**config.mk**
```make
export PLATFORM = sky130hd
export DESIGN_NAME = probe_packet_deframer
export DESIGN_NICKNAME = d
export VERILOG_FILES = /design/src/rtl/core/ppd_pkg.sv /design/src/rtl/core/ppd_emit.sv /design/src/rtl/core/probe_packet_deframer.sv
export SDC_FILE = /design/constraint.sdc
export NUM_CORES = 2
export LEC_CHECK = 0
export BUFFER_PORTS_ARGS = -buffer_cell sky130_fd_sc_hd__buf_2
export CORE_MARGIN = 2
export CORE_UTILIZATION = 50
export DETAILED_ROUTE_END_ITERATION = 8
export MAX_ROUTING_LAYER = met4
export PLACE_DENSITY = 0.67
export SLEW_MARGIN = 30
export SYNTH_ARGS = -nofsm -noshare
export SYNTH_HDL_FRONTEND = slang
export SYNTH_SLANG_ARGS = --single-unit
```
**constraint.sdc**
```tcl
create_clock -name clk -period 13.8 [get_ports clk]
set_input_delay 2.76 -clock clk [delete_from_list [all_inputs] [get_ports clk]]
set_output_delay 2.76 -clock clk [all_outputs]
set_load 0.1 [all_outputs]
```
**src/rtl/core/ppd_pkg.sv**
```systemverilog
// Shared types and constants for the probe packet deframer.
// Used by ppd_emit and probe_packet_deframer; depends on nothing else.
`default_nettype none

package ppd_pkg;

  // default framing geometry
  localparam int WORDS_PER_PACKET_DEF  = 153;
  localparam int PACKETS_PER_BLOCK_DEF = 12;
  localparam int AP_CHANNELS_DEF       = 384;
  localparam int LFP_PER_PACKET_DEF    = 32;
  localparam int LFP_WORD_LIMIT_DEF    = 13;

  // fixed field widths
  localparam int CODE_W  = 10;
  localparam int CHAN_W  = 9;
  localparam int VAL_W   = 16;
  localparam int STAMP_W = 63;
  localparam int TIME_W  = 64;
  localparam int EVT_W   = 16;
  localparam int GRP_W   = 4;
  localparam int SCALE_W = 24;
  localparam int SECS_W  = 16;
  localparam int BLK_W   = 32;
  localparam int NSMP    = 3;

  // scale register reset values (gain 500 for AP, gain 250 for LFP)
  localparam logic [SCALE_W-1:0] AP_SCALE_RST  = 24'd787692;
  localparam logic [SCALE_W-1:0] LFP_SCALE_RST = 24'd1575385;
  localparam int BLOCKS_PER_SECOND = 2500;

  // sample code midpoint
  localparam logic [CODE_W-1:0] CODE_MID = 10'd512;

  // configuration register indexes
  localparam int CFG_IDX_W = 2;
  localparam logic [CFG_IDX_W-1:0] CFG_AP_SCALE  = 2'd0;
  localparam logic [CFG_IDX_W-1:0] CFG_LFP_SCALE = 2'd1;
  localparam logic [CFG_IDX_W-1:0] CFG_SEC_LIMIT = 2'd2;

  // pending result slots: samples, corrupt, file split, then event bits
  localparam int P_SMP0    = 0;
  localparam int P_CORRUPT = 3;
  localparam int P_SPLIT   = 4;
  localparam int P_EVT0    = 5;
  localparam int PEND_W    = P_EVT0 + EVT_W;

  typedef enum logic [1:0] {
    KIND_AP      = 2'd0,
    KIND_LFP     = 2'd1,
    KIND_EVENT   = 2'd2,
    KIND_CORRUPT = 2'd3
  } kind_t;

  typedef struct packed {
    logic        operation;
    logic [31:0] raw_word;
  } in_t;

  typedef struct packed {
    kind_t                     kind;
    logic [CHAN_W-1:0]         channel;
    logic signed [VAL_W-1:0]   value;
    logic [STAMP_W-1:0]        stamp;
    logic                      last;
  } out_t;

  // payload of one decoded item, held while its results drain
  typedef struct packed {
    logic                          lfp;
    logic [NSMP-1:0][CODE_W-1:0]   code;
    logic [NSMP-1:0][CHAN_W-1:0]   chan;
    logic [EVT_W-1:0]              evt_code;
    logic [STAMP_W-1:0]            stamp;
    logic [STAMP_W-1:0]            bad_stamp;
  } work_t;

endpackage

`default_nettype wire

```
**src/rtl/core/ppd_emit.sv**
```systemverilog
// Result serializer: holds one decoded item and sends its results one per cycle
// unless stalled. Scales samples with a single multiplier; depends on ppd_pkg.
`default_nettype none

module ppd_emit (
  input  wire logic                          clk,
  input  wire logic                          rst_n,
  input  wire logic                          load,
  input  wire logic [ppd_pkg::PEND_W-1:0]    load_pend,
  input  wire ppd_pkg::work_t                load_work,
  output logic                               take_ok,
  input  wire logic [ppd_pkg::SCALE_W-1:0]   ap_scale,
  input  wire logic [ppd_pkg::SCALE_W-1:0]   lfp_scale,
  output logic                               out_valid,
  input  wire logic                          out_stall,
  output ppd_pkg::out_t                      out_data
);

  localparam int PROD_W = ppd_pkg::CODE_W + ppd_pkg::SCALE_W;
  localparam int MAG_W  = PROD_W - 16;

  logic [ppd_pkg::PEND_W-1:0]  pend_r, pend_nxt;
  ppd_pkg::work_t              wk_r;
  logic                        out_valid_r, out_valid_nxt;
  ppd_pkg::out_t               out_data_r, res;

  logic [ppd_pkg::PEND_W-1:0]  sel_oh, rem;
  logic                        pend_any, out_load, fire;
  logic [ppd_pkg::CODE_W-1:0]  code_sel, mag_in;
  logic [ppd_pkg::CHAN_W-1:0]  chan_sel;
  logic                        neg;
  logic [ppd_pkg::SCALE_W-1:0] scale_sel;
  logic [PROD_W-1:0]           prod;
  logic [MAG_W-1:0]            mag;
  logic [ppd_pkg::VAL_W-1:0]   smp_val, evt_mag, evt_val;
  logic [3:0]                  evt_idx;

  // lowest pending slot goes next
  assign sel_oh   = pend_r & (~pend_r + 1'b1);
  assign rem      = pend_r & ~sel_oh;
  assign pend_any = |pend_r;
  assign out_load = !out_valid_r || !out_stall;
  assign fire     = pend_any && out_load;
  assign take_ok  = !pend_any || (fire && (rem == '0));

  // sample select and scaling
  always_comb begin
    code_sel = '0;
    chan_sel = '0;
    for (int s = 0; s < ppd_pkg::NSMP; s++) begin
      code_sel = code_sel | ({ppd_pkg::CODE_W{sel_oh[ppd_pkg::P_SMP0+s]}} & wk_r.code[s]);
      chan_sel = chan_sel | ({ppd_pkg::CHAN_W{sel_oh[ppd_pkg::P_SMP0+s]}} & wk_r.chan[s]);
    end
    neg       = code_sel > ppd_pkg::CODE_MID;
    mag_in    = neg ? (code_sel - ppd_pkg::CODE_MID) : (ppd_pkg::CODE_MID - code_sel);
    scale_sel = wk_r.lfp ? lfp_scale : ap_scale;
    prod      = PROD_W'(mag_in) * PROD_W'(scale_sel);
    mag       = prod[PROD_W-1:16];
    if (!neg) begin
      smp_val = (mag > MAG_W'(32767)) ? 16'h7FFF : ppd_pkg::VAL_W'(mag);
    end else begin
      smp_val = (mag >= MAG_W'(32768)) ? 16'h8000 : (~ppd_pkg::VAL_W'(mag) + 1'b1);
    end
  end

  // event bit number and signed value
  always_comb begin
    evt_idx = '0;
    for (int c = 0; c < ppd_pkg::EVT_W; c++) begin
      if (sel_oh[ppd_pkg::P_EVT0+c]) evt_idx = evt_idx | 4'(c);
    end
    evt_mag = ppd_pkg::VAL_W'(evt_idx) + 1'b1;
    evt_val = wk_r.evt_code[evt_idx] ? evt_mag : (~evt_mag + 1'b1);
  end

  // result assembly
  always_comb begin
    res.kind    = ppd_pkg::KIND_EVENT;
    res.channel = '0;
    res.value   = '0;
    res.stamp   = wk_r.stamp;
    res.last    = (rem == '0);
    if (|sel_oh[ppd_pkg::P_SMP0 +: ppd_pkg::NSMP]) begin
      res.kind    = wk_r.lfp ? ppd_pkg::KIND_LFP : ppd_pkg::KIND_AP;
      res.channel = chan_sel;
      res.value   = smp_val;
    end else if (sel_oh[ppd_pkg::P_CORRUPT]) begin
      res.kind  = ppd_pkg::KIND_CORRUPT;
      res.stamp = wk_r.bad_stamp;
    end else if (!sel_oh[ppd_pkg::P_SPLIT]) begin
      res.value = evt_val;
    end
  end

  // next control state
  always_comb begin
    pend_nxt      = pend_r;
    out_valid_nxt = out_valid_r;
    if (fire) pend_nxt = rem;
    if (load) pend_nxt = load_pend;
    if (out_load) out_valid_nxt = fire;
  end

  // control registers
  always_ff @(posedge clk) begin
    if (!rst_n) begin
      pend_r      <= '0;
      out_valid_r <= 1'b0;
    end else begin
      pend_r      <= pend_nxt;
      out_valid_r <= out_valid_nxt;
    end
  end

  // payload registers
  always_ff @(posedge clk) begin
    if (load) wk_r <= load_work;
    if (fire) out_data_r <= res;
  end

  assign out_valid = out_valid_r;
  assign out_data  = out_data_r;

  // a new item only lands when the previous one is fully drained
  a_load_free: assert property (@(posedge clk) disable iff (!rst_n) load |-> take_ok)
    else $error("item loaded while results still pending");

  // a corrupt result ends the item, so no events can follow it
  a_corrupt_alone: assert property (@(posedge clk) disable iff (!rst_n)
    pend_r[ppd_pkg::P_CORRUPT] |-> (pend_r[ppd_pkg::P_EVT0 +: ppd_pkg::EVT_W] == '0))
    else $error("events pending together with corrupt result");

  // file split is the only result of its item
  a_split_alone: assert property (@(posedge clk) disable iff (!rst_n)
    pend_r[ppd_pkg::P_SPLIT] |-> $onehot(pend_r))
    else $error("file split pending with other results");

endmodule

`default_nettype wire

```
**src/rtl/core/probe_packet_deframer.sv**
```systemverilog
// Probe packet deframer top level: word decode, framing state and configuration.
// Depends on ppd_pkg and ppd_emit.
`default_nettype none

// Takes one 32-bit stream word (or a file-start marker) per transfer and sends
// AP/LFP samples, event-bit changes, file splits and corrupt-block markers, one
// result per cycle unless out_stall holds it. A word is decoded and all framing
// state updated in the cycle it is accepted; its results are then drained by the
// serializer: up to three for a data word, up to nineteen for the last word of a
// packet when many event bits change, one for a file start, and none for a header
// or ignored word that does not end a packet. A following item is taken in the
// cycle the previous item's last result moves to the output register.
// Configuration is ready every cycle; writes are meant for idle time.
module probe_packet_deframer #(
  parameter int WORDS_PER_PACKET  = ppd_pkg::WORDS_PER_PACKET_DEF,
  parameter int PACKETS_PER_BLOCK = ppd_pkg::PACKETS_PER_BLOCK_DEF,
  parameter int AP_CHANNELS       = ppd_pkg::AP_CHANNELS_DEF,
  parameter int LFP_PER_PACKET    = ppd_pkg::LFP_PER_PACKET_DEF,
  parameter int LFP_WORD_LIMIT    = ppd_pkg::LFP_WORD_LIMIT_DEF
) (
  input  wire logic                             clk,
  input  wire logic                             rst_n,
  input  wire logic                             in_valid,
  output logic                                  in_stall,
  input  wire ppd_pkg::in_t                     in_data,
  output logic                                  out_valid,
  input  wire logic                             out_stall,
  output ppd_pkg::out_t                         out_data,
  input  wire logic                             cfg_valid,
  output logic                                  cfg_ready,
  input  wire logic [ppd_pkg::CFG_IDX_W-1:0]    cfg_index,
  input  wire logic [ppd_pkg::SCALE_W-1:0]      cfg_data
);

  localparam int WP_W = $clog2(WORDS_PER_PACKET);
  localparam int PP_W = $clog2(PACKETS_PER_BLOCK + 1);
  localparam int LI_W = $clog2(LFP_PER_PACKET + 1);
  localparam int AI_W = $clog2(AP_CHANNELS + 1);
  localparam int CH_W = $clog2(LFP_PER_PACKET * PACKETS_PER_BLOCK + 16);

  localparam logic [1:0] TOP_DATA   = 2'b00;
  localparam logic [1:0] TOP_HEADER = 2'b01;

  // framing state
  logic [WP_W-1:0]                wp_r, wp_nxt;
  logic [PP_W-1:0]                pp_r, pp_nxt;
  logic [ppd_pkg::BLK_W-1:0]      blk_r, blk_nxt;
  logic [ppd_pkg::GRP_W-1:0]      grp_r, grp_nxt;
  logic [LI_W-1:0]                li_r, li_nxt;
  logic [AI_W-1:0]                ai_r, ai_nxt;
  logic [ppd_pkg::EVT_W-1:0]      pcode_r, pcode_nxt;
  logic [ppd_pkg::EVT_W-1:0]      prev_r, prev_nxt;
  logic [ppd_pkg::EVT_W-1:0]      bsc_r, bsc_nxt;
  logic [ppd_pkg::TIME_W-1:0]     time_r, time_nxt;
  logic                           halt_r, halt_nxt;

  // configuration
  logic [ppd_pkg::SCALE_W-1:0]    ap_scale_r, lfp_scale_r;
  logic [ppd_pkg::BLK_W-1:0]      blk_limit_r;

  logic                           accept, take_ok, limit_hit, work_load;
  logic [31:0]                    sw;
  logic [ppd_pkg::PEND_W-1:0]     work_pend;
  ppd_pkg::work_t                 work;
  logic [LI_W-1:0]                li_v;
  logic [AI_W-1:0]                ai_v;
  logic [CH_W-1:0]                ch_v;
  logic                           ovf_v;

  assign accept    = in_valid && !in_stall;
  assign in_stall  = !take_ok;
  assign cfg_ready = 1'b1;
  assign limit_hit = (blk_limit_r != '0) && (blk_r >= blk_limit_r);
  assign sw        = {in_data.raw_word[7:0], in_data.raw_word[15:8],
                      in_data.raw_word[23:16], in_data.raw_word[31:24]};
  assign work_load = accept && (work_pend != '0);

  // decode one item and step the framing state
  always_comb begin
    wp_nxt    = wp_r;
    pp_nxt    = pp_r;
    blk_nxt   = blk_r;
    grp_nxt   = grp_r;
    li_nxt    = li_r;
    ai_nxt    = ai_r;
    pcode_nxt = pcode_r;
    prev_nxt  = prev_r;
    bsc_nxt   = bsc_r;
    time_nxt  = time_r;
    halt_nxt  = halt_r;

    work_pend      = '0;
    work.lfp       = 32'(wp_r) < 32'(LFP_WORD_LIMIT);
    work.evt_code  = pcode_r;
    work.stamp     = time_r[ppd_pkg::STAMP_W-1:0];
    work.bad_stamp = time_r[ppd_pkg::STAMP_W-1:0];
    work.chan      = '0;
    for (int s = 0; s < ppd_pkg::NSMP; s++) begin
      work.code[s] = sw[ppd_pkg::CODE_W*s +: ppd_pkg::CODE_W];
    end

    li_v  = li_r;
    ai_v  = ai_r;
    ch_v  = '0;
    ovf_v = 1'b0;

    if (accept) begin
      if (in_data.operation) begin
        // file start
        work_pend[ppd_pkg::P_SPLIT] = 1'b1;
        halt_nxt = 1'b0;
        wp_nxt   = '0;
        pp_nxt   = '0;
        blk_nxt  = '0;
        li_nxt   = '0;
        ai_nxt   = '0;
        bsc_nxt  = prev_r;
      end else if (!halt_r && !limit_hit) begin
        case (sw[31:30])
          TOP_HEADER: begin
            pcode_nxt = sw[ppd_pkg::EVT_W-1:0];
            grp_nxt   = sw[20:17];
          end
          TOP_DATA: begin
            // three samples, each stepping the LFP or AP index until an AP overflow
            for (int s = 0; s < ppd_pkg::NSMP; s++) begin
              if (!ovf_v) begin
                if (work.lfp) begin
                  if (32'(li_v) < 32'(LFP_PER_PACKET)) begin
                    ch_v = CH_W'(li_v) * CH_W'(PACKETS_PER_BLOCK) + CH_W'(grp_r);
                    if (32'(ch_v) < 32'(AP_CHANNELS)) begin
                      work_pend[ppd_pkg::P_SMP0+s] = 1'b1;
                      work.chan[s] = ppd_pkg::CHAN_W'(ch_v);
                    end
                    li_v = li_v + 1'b1;
                  end else begin
                    li_v = '0;
                  end
                end else if (32'(ai_v) < 32'(AP_CHANNELS)) begin
                  work_pend[ppd_pkg::P_SMP0+s] = 1'b1;
                  work.chan[s] = ppd_pkg::CHAN_W'(ai_v);
                  ai_v = ai_v + 1'b1;
                end else begin
                  ovf_v = 1'b1;
                end
              end
            end
            li_nxt = li_v;
            ai_nxt = ai_v;
          end
          default: ;
        endcase

        if (ovf_v) begin
          // AP overflow: rewind to block start and halt
          time_nxt       = time_r - ppd_pkg::TIME_W'(pp_r);
          prev_nxt       = bsc_r;
          halt_nxt       = 1'b1;
          work.bad_stamp = time_nxt[ppd_pkg::STAMP_W-1:0];
          work_pend[ppd_pkg::P_CORRUPT] = 1'b1;
        end else if (32'(wp_r) == 32'(WORDS_PER_PACKET - 1)) begin
          // packet end: report changed event bits (none at timestamp zero)
          work.evt_code = pcode_nxt;
          if (time_r != '0) begin
            work_pend[ppd_pkg::P_EVT0 +: ppd_pkg::EVT_W] = pcode_nxt ^ prev_r;
          end
          prev_nxt = pcode_nxt;
          time_nxt = time_r + 1'b1;
          wp_nxt   = '0;
          li_nxt   = '0;
          ai_nxt   = '0;
          if (32'(pp_r) == 32'(PACKETS_PER_BLOCK - 1)) begin
            pp_nxt  = '0;
            blk_nxt = (blk_r == '1) ? blk_r : blk_r + 1'b1;
            bsc_nxt = pcode_nxt;
          end else begin
            pp_nxt = pp_r + 1'b1;
          end
        end else begin
          wp_nxt = wp_r + 1'b1;
        end
      end
    end
  end

  // framing state registers
  always_ff @(posedge clk) begin
    if (!rst_n) begin
      wp_r    <= '0;
      pp_r    <= '0;
      blk_r   <= '0;
      grp_r   <= '0;
      li_r    <= '0;
      ai_r    <= '0;
      pcode_r <= '0;
      prev_r  <= '1;
      bsc_r   <= '1;
      time_r  <= '0;
      halt_r  <= 1'b0;
    end else begin
      wp_r    <= wp_nxt;
      pp_r    <= pp_nxt;
      blk_r   <= blk_nxt;
      grp_r   <= grp_nxt;
      li_r    <= li_nxt;
      ai_r    <= ai_nxt;
      pcode_r <= pcode_nxt;
      prev_r  <= prev_nxt;
      bsc_r   <= bsc_nxt;
      time_r  <= time_nxt;
      halt_r  <= halt_nxt;
    end
  end

  // configuration writes; the block limit is kept pre-multiplied
  always_ff @(posedge clk) begin
    if (!rst_n) begin
      ap_scale_r  <= ppd_pkg::AP_SCALE_RST;
      lfp_scale_r <= ppd_pkg::LFP_SCALE_RST;
      blk_limit_r <= '0;
    end else if (cfg_valid && cfg_ready) begin
      case (cfg_index)
        ppd_pkg::CFG_AP_SCALE:  ap_scale_r  <= cfg_data;
        ppd_pkg::CFG_LFP_SCALE: lfp_scale_r <= cfg_data;
        ppd_pkg::CFG_SEC_LIMIT: blk_limit_r <=
          ppd_pkg::BLK_W'(cfg_data[ppd_pkg::SECS_W-1:0]) *
          ppd_pkg::BLK_W'(ppd_pkg::BLOCKS_PER_SECOND);
        default: ;
      endcase
    end
  end

  // result serializer
  ppd_emit u_emit (
    .clk       (clk),
    .rst_n     (rst_n),
    .load      (work_load),
    .load_pend (work_pend),
    .load_work (work),
    .take_ok   (take_ok),
    .ap_scale  (ap_scale_r),
    .lfp_scale (lfp_scale_r),
    .out_valid (out_valid),
    .out_stall (out_stall),
    .out_data  (out_data)
  );

  // a halted block sends nothing for data words
  a_halt_quiet: assert property (@(posedge clk) disable iff (!rst_n)
    (accept && !in_data.operation && halt_r) |-> !work_load)
    else $error("results from a data word while halted");

  // an overflow leaves the block halted
  a_ovf_halts: assert property (@(posedge clk) disable iff (!rst_n)
    (work_load && work_pend[ppd_pkg::P_CORRUPT]) |=> halt_r)
    else $error("corrupt result without halt");

  // a file start rewinds packet framing
  a_file_start: assert property (@(posedge clk) disable iff (!rst_n)
    (accept && in_data.operation) |=> (wp_r == '0) && (pp_r == '0) && !halt_r)
    else $error("file start did not clear framing");

endmodule

`default_nettype wire

```
==> run_results.csv <==
group,metric,value,unit
synthesis,postSynthAreaPerCell,9.23,sq um
timing,fmaxAchievable,0.0922,GHz
timing,setup_viol_count_final,0,
pwr,internal_power,0.00496,W
die,top_level_ports,158,
final_layout,area_overhead_vs_synth,10.4,%
timing,timing.final.crit_share,0.786,
final_layout,finish.net_count,4755,
synthesis,sequential_area_share_after_synthesis,0.364,
critical_path,critPathMaxFanout,24,
drt,post_drt_via_cell_ratio,5.78,
pwr,power.share.switching,0.459,
critical_path,worstPathRequired,14.16,ns
final_layout,fillCellCount,6890,
drt,remaining_drc_errors,0,
critical_path,crit_path_top_delay_cell,"sky130_fd_sc_hd__nor2b_1",
critical_path,cp-end-kind,"flop",
pwr,p_sw,0.00420,W
timing,clock-skew-final,0.0828,ns
drt,totalWireLength,101000,um
synthesis,mux_share_of_post_synthesis_cell_area,0.0459,
grt,grt_usage,0.258,
clocking,clockBufferDepth,3,
critical_path,startpoint_type,"flop",
grt,via_count_of_the_first_global_routing_pass,29700,
drt,ant_nets,0,
hold_path,worst_hold_path_type,"reg -> reg",
grt,grt_remaining_overflow,0,
critical_path,arrival,11.21,ns
drt,detailedRoute.firstPassIterationCount,5,
placed_design,gp_congestion,0.943,
timing,tns,0,ns
drt,route.vias.total,31000,
pwr,comb_power_share,0.583,
timing,final-hold-violation-count,0,
clocking,cts_tree,"done",
clocking,cts-root-buf,"sky130_fd_sc_hd__clkbuf_16",
critical_path,timing_worst_setup_path_type,"reg -> reg",
clocking,postCtsSetupRepairBufs,0,
synthesis,dominant_combinational_cell_family_by_area_after_synthesis,"adder cells",
clocking,insertion_delay,0.69,ns
synthesis,yosysWarningCount,0,
clocking,resize_count_post_cts,0,
pwr,worst_ir_drop_on_vdd,0.313,mV
grt,grt_start_max_net_pins,116,
critical_path,cpMostUsedCell,"sky130_fd_sc_hd__inv_1",
final_layout,fin_util,0.557,
critical_path,crit_path_max_incr_delay,0.82,ns
synthesis,synthSimpleGateAreaFrac,0.177,
synthesis,ys_async_sr_fraction,0,
clocking,numCtsBuffers,61,
synthesis,postSynth.topFlopCell,"sky130_fd_sc_hd__edfxtp_1",
synthesis,syn_area,38900,sq um
timing,worst_hold_slack,0.464,ns
timing,slew_headroom,0.327,
drt,routedWlPerCell,18.9,um
timing,slew_violations,0,
synthesis,postSynthNetCount,4705,
pwr,static-leakage-power,18.1,nW
timing,worstMarginPinSlew,1.01,ns
synthesis,synth_area_in_compound_gates,0.130,
die,initial_core_util,0.504,
timing,minimum_clock_period_after_layout,10.85,ns
clocking,clock-sinks,563,
pwr,pwr-share-seq,0.221,
clocking,cts_htree_levels,2,
critical_path,worst-r2r-setup-slack,2.95,ns
job,max-cap-violations,0,
grt,first_pass_grt_wire_length,163000,um
synthesis,postSynthCellCount,4219,
drt,initialDrtViolationCount,2490,
grt,antenna_violations_before_repair,5,
synthesis,synth_area_in_xor_xnor,0.0483,
clocking,clk_pin_slew,0.06,ns
pwr,power_density,213,nW/um^2
die,die_w,283,um
die,rows,102,
die,fp.dieArea,80100,sq um
placed_design,numPortBuffers,156,
timing,rsz0062_at_grt,"no",
die,die-height,283,um
final_layout,post_route_cells_drive_above_1_share,0.109,
synthesis,ys_seq_elements,563,
synthesis,synth-edff-count,291,
synthesis,synth_cell_type_count,99,
run_status,outcome,"complete, no violations",
clocking,holdBufCountCts,0,
die,design.core.area,77200,sq um
pwr,clock_group_share_of_total_power,0.196,
synthesis,synth_area_in_adders,0.178,
placed_design,place.detailed.hpwl,72800,um
-- state kept, by name, summed over array words and instances (netlist names), 16 cells and up --
register	count
lfp_scale_r	24
u_emit.pend_r	21
pcode_r	16
u_emit.out_data	91
time_r	64
prev_r	16
bsc_r	16
blk_limit_r	26
u_emit.wk_r	200
blk_r	32
ap_scale_r	24
-- worst max-delay path, delay by kind of cell (launching register included) --
kind,cells,cell delay [ns]
compound gates,11,3.22
xor+xnor,1,0.14
fa+ha+maj,7,3.18
buf+inv,7,0.67
flops,1,0.65
simple gates,10,2.72
-- cell type report --
| class | count | area [sq um] | area share |
|---|---|---|---|
| Clock inverter | 39 | 524 | 0.0122 |
| Sequential cell | 563 | 14200 | 0.330 |
| Tap cell | 1040 | 1300 | 0.0303 |
| Multi-Input combinational cell | 3079 | 22700 | 0.528 |
| Antenna cell | 4 | 10.0 | 0.000233 |
| Timing Repair Buffer | 203 | 1170 | 0.0273 |
| Inverter | 361 | 1370 | 0.0318 |
| Clock buffer | 77 | 1730 | 0.0402 |
-- Yosys cell counts (12+ instances only) --
library cell / count / area [sq um]
sky130_fd_sc_hd__nand2_1: 522 / 1960
sky130_fd_sc_hd__nor2_1: 397 / 1490
sky130_fd_sc_hd__inv_1: 357 / 1340
sky130_fd_sc_hd__edfxtp_1: 291 / 8740
sky130_fd_sc_hd__dfxtp_1: 272 / 5450
sky130_fd_sc_hd__a21oi_1: 259 / 1300
sky130_fd_sc_hd__fa_1: 215 / 4300
sky130_fd_sc_hd__ha_1: 207 / 2590
sky130_fd_sc_hd__clkbuf_1: 182 / 683
sky130_fd_sc_hd__o21ai_0: 158 / 791
sky130_fd_sc_hd__xnor2_1: 117 / 1020
sky130_fd_sc_hd__nand3_1: 109 / 546
sky130_fd_sc_hd__xor2_1: 96 / 841
sky130_fd_sc_hd__mux2_2: 93 / 1050
sky130_fd_sc_hd__nor3_1: 85 / 425
sky130_fd_sc_hd__mux2i_1: 74 / 741
sky130_fd_sc_hd__or3_1: 72 / 450
sky130_fd_sc_hd__o211ai_1: 54 / 405
sky130_fd_sc_hd__a21o_1: 50 / 375
sky130_fd_sc_hd__nand4_1: 47 / 294
sky130_fd_sc_hd__a22oi_1: 36 / 270
sky130_fd_sc_hd__nor4_1: 36 / 225
sky130_fd_sc_hd__o21ai_1: 35 / 175
sky130_fd_sc_hd__and3_1: 34 / 213
sky130_fd_sc_hd__a211oi_1: 32 / 240
sky130_fd_sc_hd__nand2b_1: 28 / 175
sky130_fd_sc_hd__and2_1: 24 / 150
sky130_fd_sc_hd__or4_1: 23 / 173
sky130_fd_sc_hd__a31oi_1: 22 / 138
sky130_fd_sc_hd__nand3b_1: 20 / 150
sky130_fd_sc_hd__nor2b_1: 18 / 113
sky130_fd_sc_hd__buf_2: 16 / 80.1
sky130_fd_sc_hd__buf_1: 14 / 52.6
sky130_fd_sc_hd__o21bai_1: 12 / 90.1
-- logic make-up after synthesis --
| logic type | after synthesis |
|---|---|
| AO/OA/AOI/OAI | 800 |
| AND/OR/NAND/NOR | 1473 |
| XOR/XNOR | 214 |
| flip-flops | 563 |
| buffers and inverters | 577 |
| multiplexers | 167 |
| other | 1 |
| adder cells (fa/ha/maj) | 424 |
-- layer usage --
layer | track usage | up-vias | share of wire
met2 | 0.413 | 922 | 0.47
met3 | 0.0329 | 165 | 0.056
li1 | - | 14800 | -
met1 | 0.346 | 15200 | 0.45
met4 | 0.0680 | 0 | 0.025
met5 | - | - | 0
-- placed cells by master, fill, tap and decap left out, types with 20 or more instances in the layout --
cell / n
sky130_fd_sc_hd__and3_1: 34
sky130_fd_sc_hd__xnor2_1: 116
sky130_fd_sc_hd__nand3b_1: 20
sky130_fd_sc_hd__nor3_1: 83
sky130_fd_sc_hd__a21o_1: 50
sky130_fd_sc_hd__ha_1: 207
sky130_fd_sc_hd__nand2b_1: 28
sky130_fd_sc_hd__o21ai_0: 158
sky130_fd_sc_hd__xor2_1: 92
sky130_fd_sc_hd__edfxtp_1: 291
sky130_fd_sc_hd__or4_1: 23
sky130_fd_sc_hd__mux2i_1: 74
sky130_fd_sc_hd__a21oi_1: 259
sky130_fd_sc_hd__and2_1: 22
sky130_fd_sc_hd__nor2_1: 397
sky130_fd_sc_hd__fa_1: 215
sky130_fd_sc_hd__buf_4: 42
sky130_fd_sc_hd__a211oi_1: 32
sky130_fd_sc_hd__a31oi_1: 22
sky130_fd_sc_hd__buf_2: 156
sky130_fd_sc_hd__inv_1: 354
sky130_fd_sc_hd__o21ai_1: 35
sky130_fd_sc_hd__mux2_2: 93
sky130_fd_sc_hd__dfxtp_1: 272
sky130_fd_sc_hd__clkbuf_16: 64
sky130_fd_sc_hd__nor4_1: 36
sky130_fd_sc_hd__or3_1: 72
sky130_fd_sc_hd__nand3_1: 108
sky130_fd_sc_hd__nand4_1: 47
sky130_fd_sc_hd__o211ai_1: 54
sky130_fd_sc_hd__a22oi_1: 36
sky130_fd_sc_hd__nand2_1: 519
-- power groups by stage --
stage                     logic, W  registers (W)  clock network, W
after detailed placement   0.00529        0.00206                 0
after global routing       0.00606        0.00204           0.00189
after CTS                  0.00534        0.00202           0.00183
final                      0.00534        0.00202           0.00180
after floorplan            0.00382        0.00234                 0
after global placement     0.00528        0.00206                 0
-- path summary, 6_finish.rpt --
kind | to | startpoint | cells past startpoint
worst max-delay path | u_emit.out_data[68] | u_emit.pend_r[2] | 36
worst min-delay path | ap_scale_r[0] | ap_scale_r[0] | 2
worst max register to register | u_emit.out_data[68] | u_emit.pend_r[2] | 36
worst min register to register | ap_scale_r[0] | ap_scale_r[0] | 2
-- stage by stage --
stage / cells / total power [W] / area, sq um / setup slack (ns)
global placement: 5242 / 0.00734 / 40600 / 3.20
CTS: 5360 / 0.00919 / 42900 / 3.01
floorplan: 4219 / 0.00616 / 38900 / 4.46
detailed placement: 5244 / 0.00735 / 40700 / 3.00
finish: 5366 / 0.00916 / 43000 / 2.95
global route: 5365 / 0.00999 / 43000 / 2.30
Note: power is estimated with default switching activity, not from simulation.
